<file path="src/design/masm_pkg.sv">
`timescale 1ns / 1ps
// ============================================================================
// masm_pkg
// Shared types and constants of the multiport address slot manager.
// ============================================================================
package masm_pkg;

    // Slot count bounds
    localparam int SLOT_COUNT_DEF = 2;
    localparam int SLOT_COUNT_MAX = 1 << 4;

    // Field widths
    localparam int ADDR_W = 48;
    localparam int PORT_W = 9;

    // Action codes
    localparam logic ACT_JOIN  = 1'b0;
    localparam logic ACT_LEAVE = 1'b1;

    // Status codes
    typedef enum logic [1:0] {
        ST_OK        = 2'd0,
        ST_FULL      = 2'd1,
        ST_NOT_FOUND = 2'd2
    } t_status;

    // Request payload
    typedef struct packed {
        logic              action;
        logic [ADDR_W-1:0] group_address;
    } t_req;

    // Response payload
    typedef struct packed {
        t_status status;
        logic    slot_used;
        logic    enabled_after;
    } t_rsp;

endpackage

</file>
<file path="src/design/masm_slot_table.sv">
`timescale 1ns / 1ps
// ============================================================================
// masm_slot_table
// Slot storage, enable flag and the combinational join/leave update logic.
// ============================================================================
module masm_slot_table #(
    parameter int SLOT_COUNT = masm_pkg::SLOT_COUNT_DEF
) (
    input  logic                       i_clk,
    input  logic                       i_rst_n,
    input  logic                       i_valid,
    input  masm_pkg::t_req             i_req,
    input  logic [masm_pkg::PORT_W-1:0] i_port_vector,
    output masm_pkg::t_rsp             o_rsp
);

    localparam int IDX_W = (SLOT_COUNT > 1) ? $clog2(SLOT_COUNT) : 1;

    logic                        r_enable;
    logic                        n_enable;
    logic [masm_pkg::ADDR_W-1:0] r_addr  [SLOT_COUNT];
    logic [masm_pkg::ADDR_W-1:0] n_addr  [SLOT_COUNT];
    logic [masm_pkg::PORT_W-1:0] r_ports [SLOT_COUNT];
    logic [masm_pkg::PORT_W-1:0] n_ports [SLOT_COUNT];

    // Next state and response for the current request
    always_comb begin
        logic             free_found;
        logic [IDX_W-1:0] free_idx;
        logic             match_found;
        logic [IDX_W-1:0] match_idx;
        logic             occ_found;
        logic [IDX_W-1:0] occ_idx;
        logic             slot0_occ;

        n_enable = r_enable;
        for (int k = 0; k < SLOT_COUNT; k++) begin
            n_addr[k]  = r_addr[k];
            n_ports[k] = r_ports[k];
        end
        o_rsp = '{status: masm_pkg::ST_OK, slot_used: 1'b0, enabled_after: r_enable};

        // Lowest free slot and lowest matching slot (scan high to low)
        free_found  = 1'b0;
        free_idx    = '0;
        match_found = 1'b0;
        match_idx   = '0;
        for (int k = SLOT_COUNT - 1; k >= 0; k--) begin
            if (r_ports[k] == '0) begin
                free_found = 1'b1;
                free_idx   = IDX_W'(k);
            end
            if (r_ports[k] == i_port_vector && r_addr[k] == i_req.group_address) begin
                match_found = 1'b1;
                match_idx   = IDX_W'(k);
            end
        end

        // Lowest occupied slot above slot 0 once the matched vector is cleared
        occ_found = 1'b0;
        occ_idx   = '0;
        for (int k = SLOT_COUNT - 1; k >= 1; k--) begin
            if (r_ports[k] != '0 && match_idx != IDX_W'(k)) begin
                occ_found = 1'b1;
                occ_idx   = IDX_W'(k);
            end
        end
        slot0_occ = (r_ports[0] != '0) && (match_idx != '0);

        if (i_valid) begin
            if (i_req.action == masm_pkg::ACT_JOIN) begin
                if (!r_enable) begin
                    // first join: claim slot 0, drop everything else
                    n_enable   = 1'b1;
                    n_addr[0]  = i_req.group_address;
                    n_ports[0] = i_port_vector;
                    for (int k = 1; k < SLOT_COUNT; k++) begin
                        n_ports[k] = '0;
                    end
                end else if (free_found) begin
                    n_addr[free_idx]  = i_req.group_address;
                    n_ports[free_idx] = i_port_vector;
                    o_rsp.slot_used   = free_idx[0];
                end else begin
                    o_rsp.status = masm_pkg::ST_FULL;
                end
            end else begin
                if (match_found) begin
                    n_ports[match_idx] = '0;
                    o_rsp.slot_used    = match_idx[0];
                    // compact into slot 0 when it went empty, or clear the enable flag when no slot is left
                    if (!slot0_occ) begin
                        if (occ_found) begin
                            n_addr[0]        = r_addr[occ_idx];
                            n_ports[0]       = r_ports[occ_idx];
                            n_ports[occ_idx] = '0;
                        end else begin
                            n_enable = 1'b0;
                        end
                    end
                end else begin
                    o_rsp.status = masm_pkg::ST_NOT_FOUND;
                end
            end
            o_rsp.enabled_after = n_enable;
        end
    end

    // Control state
    always_ff @(posedge i_clk) begin
        if (!i_rst_n) begin
            r_enable <= 1'b0;
            for (int k = 0; k < SLOT_COUNT; k++) begin
                r_ports[k] <= '0;
                r_addr[k]  <= '0;
            end
        end else begin
            r_enable <= n_enable;
            for (int k = 0; k < SLOT_COUNT; k++) begin
                r_ports[k] <= n_ports[k];
                r_addr[k]  <= n_addr[k];
            end
        end
    end

    // Checks
    a_join_sets_enable: assert property (@(posedge i_clk) disable iff (!i_rst_n)
        (i_valid && i_req.action == masm_pkg::ACT_JOIN && o_rsp.status == masm_pkg::ST_OK)
        |=> r_enable)
        else $error("enable flag clear after successful join");

    a_idle_holds_state: assert property (@(posedge i_clk) disable iff (!i_rst_n)
        !i_valid |=> ($stable(r_enable) && $stable(r_ports[0])))
        else $error("state changed without a request");

    a_fail_no_change: assert property (@(posedge i_clk) disable iff (!i_rst_n)
        (i_valid && o_rsp.status != masm_pkg::ST_OK)
        |=> ($stable(r_enable) && $stable(r_ports[0]) && $stable(r_addr[0])))
        else $error("state changed on failed request");

    a_disable_empty: assert property (@(posedge i_clk) disable iff (!i_rst_n)
        (r_enable && !n_enable) |=> (r_ports[0] == '0))
        else $error("flag cleared while slot 0 occupied");

endmodule

</file>
<file path="src/design/multiport_address_slot_manager.sv">
`timescale 1ns / 1ps
// ============================================================================
// multiport_address_slot_manager
// Join/leave manager for a small table of multiport group address slots.
// ============================================================================
// A request is taken whenever start is high; busy never rises, so one request
// can be issued every cycle. Each request returns exactly one response through
// the request register and then the response register, shown for a single
// cycle with o_rsp_valid high; the receiver cannot stall it. All slots are
// compared and updated together by the table logic, and a following request
// sees the updated table. The port vector register is written through the
// configuration channel, which is always ready.
module multiport_address_slot_manager #(
    parameter int SLOT_COUNT = masm_pkg::SLOT_COUNT_DEF
) (
    input  logic                        i_clk,
    input  logic                        i_rst_n,
    input  logic                        start,
    output logic                        busy,
    input  masm_pkg::t_req              i_req,
    output logic                        o_rsp_valid,
    output masm_pkg::t_rsp              o_rsp,
    input  logic                        i_cfg_valid,
    output logic                        o_cfg_ready,
    input  logic [masm_pkg::PORT_W-1:0] i_cfg_data
);

    logic                        r_req_valid;
    masm_pkg::t_req              r_req;
    logic [masm_pkg::PORT_W-1:0] r_port_vector;
    logic                        r_rsp_valid;
    masm_pkg::t_rsp              r_rsp;
    masm_pkg::t_rsp              rsp_next;

    assign busy        = 1'b0;
    assign o_cfg_ready = 1'b1;
    assign o_rsp_valid = r_rsp_valid;
    assign o_rsp       = r_rsp;

    // Request and configuration registers
    always_ff @(posedge i_clk) begin
        if (!i_rst_n) begin
            r_req_valid   <= 1'b0;
            r_port_vector <= '0;
        end else begin
            r_req_valid <= start && !busy;
            if (i_cfg_valid && o_cfg_ready) begin
                r_port_vector <= i_cfg_data;
            end
        end
    end

    always_ff @(posedge i_clk) begin
        if (start && !busy) begin
            r_req <= i_req;
        end
    end

    // Slot table
    masm_slot_table #(
        .SLOT_COUNT(SLOT_COUNT)
    ) u_table (
        .i_clk         (i_clk),
        .i_rst_n       (i_rst_n),
        .i_valid       (r_req_valid),
        .i_req         (r_req),
        .i_port_vector (r_port_vector),
        .o_rsp         (rsp_next)
    );

    // Response register
    always_ff @(posedge i_clk) begin
        if (!i_rst_n) begin
            r_rsp_valid <= 1'b0;
        end else begin
            r_rsp_valid <= r_req_valid;
        end
    end

    always_ff @(posedge i_clk) begin
        if (r_req_valid) begin
            r_rsp <= rsp_next;
        end
    end

    // Checks
    a_one_rsp_per_req: assert property (@(posedge i_clk) disable iff (!i_rst_n)
        r_req_valid |=> o_rsp_valid)
        else $error("request produced no response");

    a_rsp_has_req: assert property (@(posedge i_clk) disable iff (!i_rst_n)
        o_rsp_valid |-> $past(r_req_valid))
        else $error("response without request");

    a_fail_no_slot: assert property (@(posedge i_clk) disable iff (!i_rst_n)
        (o_rsp_valid && o_rsp.status != masm_pkg::ST_OK) |-> !o_rsp.slot_used)
        else $error("slot reported on failed request");

endmodule
</file>
<file path="config.mk">
export PLATFORM = sky130hd
export DESIGN_NAME = multiport_address_slot_manager
export DESIGN_NICKNAME = d
export VERILOG_FILES = /design/src/design/masm_pkg.sv /design/src/design/masm_slot_table.sv /design/src/design/multiport_address_slot_manager.sv
export SDC_FILE = /design/constraint.sdc
export NUM_CORES = 1
export LEC_CHECK = 0
export BUFFER_PORTS_ARGS = -buffer_cell sky130_fd_sc_hd__buf_2
export CAP_MARGIN = 10
export CORE_ASPECT_RATIO = 0.6
export CORE_MARGIN = 2
export CORE_UTILIZATION = 28
export DETAILED_ROUTE_END_ITERATION = 10
export PLACE_DENSITY = 0.42
export SLEW_MARGIN = 20
export SYNTH_ARGS = -nofsm -noshare
export SYNTH_HDL_FRONTEND = slang
export SYNTH_SLANG_ARGS = --single-unit
</file>
<file path="constraint.sdc">
create_clock -name i_clk -period 2.7 [get_ports i_clk]
set_input_delay 0.27 -clock i_clk [delete_from_list [all_inputs] [get_ports i_clk]]
set_output_delay 0.27 -clock i_clk [all_outputs]
set_load 0.01 [all_outputs]
</file>
==> summary.txt <==
Drt
  – DR WL/cell: approximately 20 um
  – Total number of vias: around 6,200
  – DRT antenna net count: 0
  – DRT Pass-1 Iters: 5
  – Routed wire length: roughly 26,000 um
  – Via density: about 5.0
  – DR iter-0 viols: 524
  – DR DRC count: 0

Timing
  – Fin Clk Skew: about 16 ps
  – Setup_tns: -2360 ps
  – Setup repair after global routing missed its margin: true
  – Slew headroom: 47.8%
  – Fin. max-slew vios: 0
  – Tcrit/Tclk final: 103%
  – Min Hold Slack: 25.2 ps
  – Final setup viols: 39
  – Tightest Pin Transition: 779 ps
  – Hold Vio Cnt, Final: 0
  – Final worst-path setup slack: -85.6 ps
  – Highest clock rate: 359 MHz
  – Final worst path period need: 2790 ps

CTS
  – Clock Latency Late Sink: 450 ps
  – Clock root buffer master: clkbuf_16
  – Clock sink count: 179
  – CTS tree: done
  – H-tree depth: 4
  – CTS Buf Count: 17
  – Reg clk slew, reported paths: 70 ps
  – Clock Tree Buf Depth: 2

Cells and area
  – FILL cells: approximately 2,600
  – FF/Latch Area: ~4100 um2
  – Cell Count, Final, Fillers Out: between 1,000 and 1,500
  – Multi-input gate area: 3370 um2
  – Share of post-route cells with drive strength above 1: between 20% and 30%
  – Util after Layout: 38.0%
  – ANT cells: 0
  – Post-layout net count: approximately 950
  – Area grow syn2layout: 32.8%

Place
  – Buffers added on ports: 66
  – Post-detail-place hpwl: between 15,000 and 20,000 um
  – Placed insts: approximately 1,200
  – RD Place Congestion: ~0.83

Synth
  – Post-synth EDFFs: 53
  – Ys Warns: 0
  – Synth Register Bits: between 150 and 200
  – Synth cell types: 38
  – Most used DFF post-synth: dfxtp_1
  – Synthesized Nets: approximately 780
  – Cells after synthesis: 713
  – Ys async rst share: 0%
  – Synthesized area: about 7600 um2
  – Sequential area share after synthesis: between 50% and 60%
  – Average size of a mapped cell: roughly 11 um2

Worst setup path
  – Startpoint types: flop
  – CP Class: flop to flop
  – WP data required: 3090 ps
  – Crit. End Element: flop
  – Critical Path AT: around 3200 ps
  – CP max FO: 9

Worst hold path
  – Worst min-delay path category: input pin to flop

Power and ir drop
  – Peak VDD IR: approximately 0.25 mV
  – Power Dens Cells: around 600 nW/um2
  – Comb pwr share: a little under an eighth
  – Seq pwr share: approximately half
  – Power share of the clock group: 39.8%
  – Leakage: 0.00404 uW
  – Sw power: between 1500 and 2000 uW
  – Pint: ~4600 uW
  – Sw frac: 25.5%

Run status
  – Status: complete, but fails checks
  – Failing checks: setup timing

Global route
  – GR Overflow Total: 0
  – Initial antenna violation count: 2
  – Largest net degree at the start of global routing: 57
  – First-pass GRT wire length: between 30,000 and 40,000 um
  – GR Util All Layers: 17.8%
  – Number of global-route vias before repair: slightly below 6,000

Flow run
  – Max Cap Violations: 0

Floorplan
  – Starting Density: ~29%
  – # IOs: just under 70
  – Die height: about 130 um
  – Die ar.: between 20,000 and 30,000 um2
  – Row Count: 46
  – Die width: about 220 um
  – Core Area: 26,500 um2
[cells by family after synthesis]
kind of cell / after synthesis / share of synthesized area, %
buf+inv: 48 / 2.80
other cells: 2 / 0.0989
flops: 179 / 54.2
mux: 11 / 1.45
compound gates: 132 / 13.4
simple gates: 227 / 15.0
xor+xnor: 114 / 13.1
[synthesized netlist by cell type, types with 2 or more instances]
library cell  number  area (um2)
conb_1             2        7.51
nor3_1             9        45.0
nand2_1          101         379
a22o_1             9        78.8
buf_2              5        25.0
nand4_1           17         106
a221o_1           55         551
a21oi_1           52         260
buf_1              2        7.51
edfxtp_1          53        1590
o21ai_0            3        15.0
buf_4              3        22.5
nand2b_1           2        12.5
o21a_1             2        15.0
and3_1            56         350
xor2_1            57         499
a41o_1             2        20.0
xnor2_1           57         499
dfxtp_1          126        2520
nand3_1            5        25.0
clkbuf_1          31         116
nor2_1            13        48.8
buf_6              2        22.5
a31oi_1            3        18.8
mux2i_1           11         110
nor4_1            19         119
inv_1              4        15.0
o221ai_1           2        17.5
[state kept, by name, indices dropped and copies added (netlist names)]
register	cells
u_table.r_enable	1
o_rsp	4
u_table.r_addr	96
u_table.r_ports	18
r_req	49
r_port_vector	9
o_rsp_valid	1
r_req_valid	1
[what timing repair did]
item / in CTS / in global routing
gates resized for setup: 6 / 11
cloned: 1 / 4
endpoints found under the setup margin: 55 / 64
pin swaps: 1 / 6
buffers inserted: 4 / 7
endpoints found under the hold margin: 40 / 0
hold buffers: 40 / 0
[per-layer routing]
metal  routed length [um]  global-route usage, %  vias up  share of wire, %
li1                     -                      -     2937                 -
met1                13700                   28.6     3084                54
met2                 9960                   23.0      185                39
met3                 1590                   3.47       18               6.2
met4                  328                   5.75        0               1.3
met5                    0                      0        -                 0
[cells in the final DEF, fill, tap and decap left out, drive strengths merged, types with 20 or more instances in the layout]
cell type / Yosys / final
dfxtp: 126 / 126
xnor2: 57 / 57
xor2: 57 / 57
a221o: 55 / 55
clkbuf: 31 / 24
dlygate4sd3: 0 / 40
nand2: 101 / 101
buf: 12 / 153
nor4: 20 / 20
and3: 56 / 56
edfxtp: 53 / 53
a21oi: 52 / 52
[critical path: stages (launching register included)]
cell and delay [ps]:
edfxtp_1 430, xor2_1 190, nor4_2 320, nand4_1 160
buf_4 190, or4_4 560, nor4_4 290, buf_6 160
buf_12 120, clkbuf_16 170, a221o_1 140
[metrics by stage]
step	area [um2]	worst slack (ps)	total power, uW
after global routing	10100	-166	6410
after detailed placement	8840	-107	3700
final	10100	-85.6	6170
after floorplan	7590	293	3340
after CTS	9890	-61.5	6220
after global placement	8830	-118	3700
[power groups by stage]
stage,registers [uW],clock network (uW),logic (uW)
after floorplan,3050,0,284
after global placement,3060,0,640
after detailed placement,3060,0,640
after CTS,3000,2520,698
after global routing,3010,2630,766
final,3000,2460,712
[cell type report]
cell class                      instances  area share, %
Clock buffer                           21           4.47
Inverter                                5          0.186
Timing Repair Buffer                  196           15.6
Clock inverter                         10           1.09
Tap cell                              360           4.47
Sequential cell                       179           40.8
Multi-Input combinational cell        486           33.4
[final timing paths]
kind                                             from                     to  slack, ps  cells past startpoint
worst max-delay path                        r_req[14]   u_table.r_addr[0][8]        -90                     10
worst max register to register              r_req[14]   u_table.r_addr[0][8]        -90                     10
worst min register to register  u_table.r_addr[1][25]  u_table.r_addr[1][25]        480                      2
worst min-delay path                        i_req[29]              r_req[29]         30                      1
(Power assumes the default switching activity.)
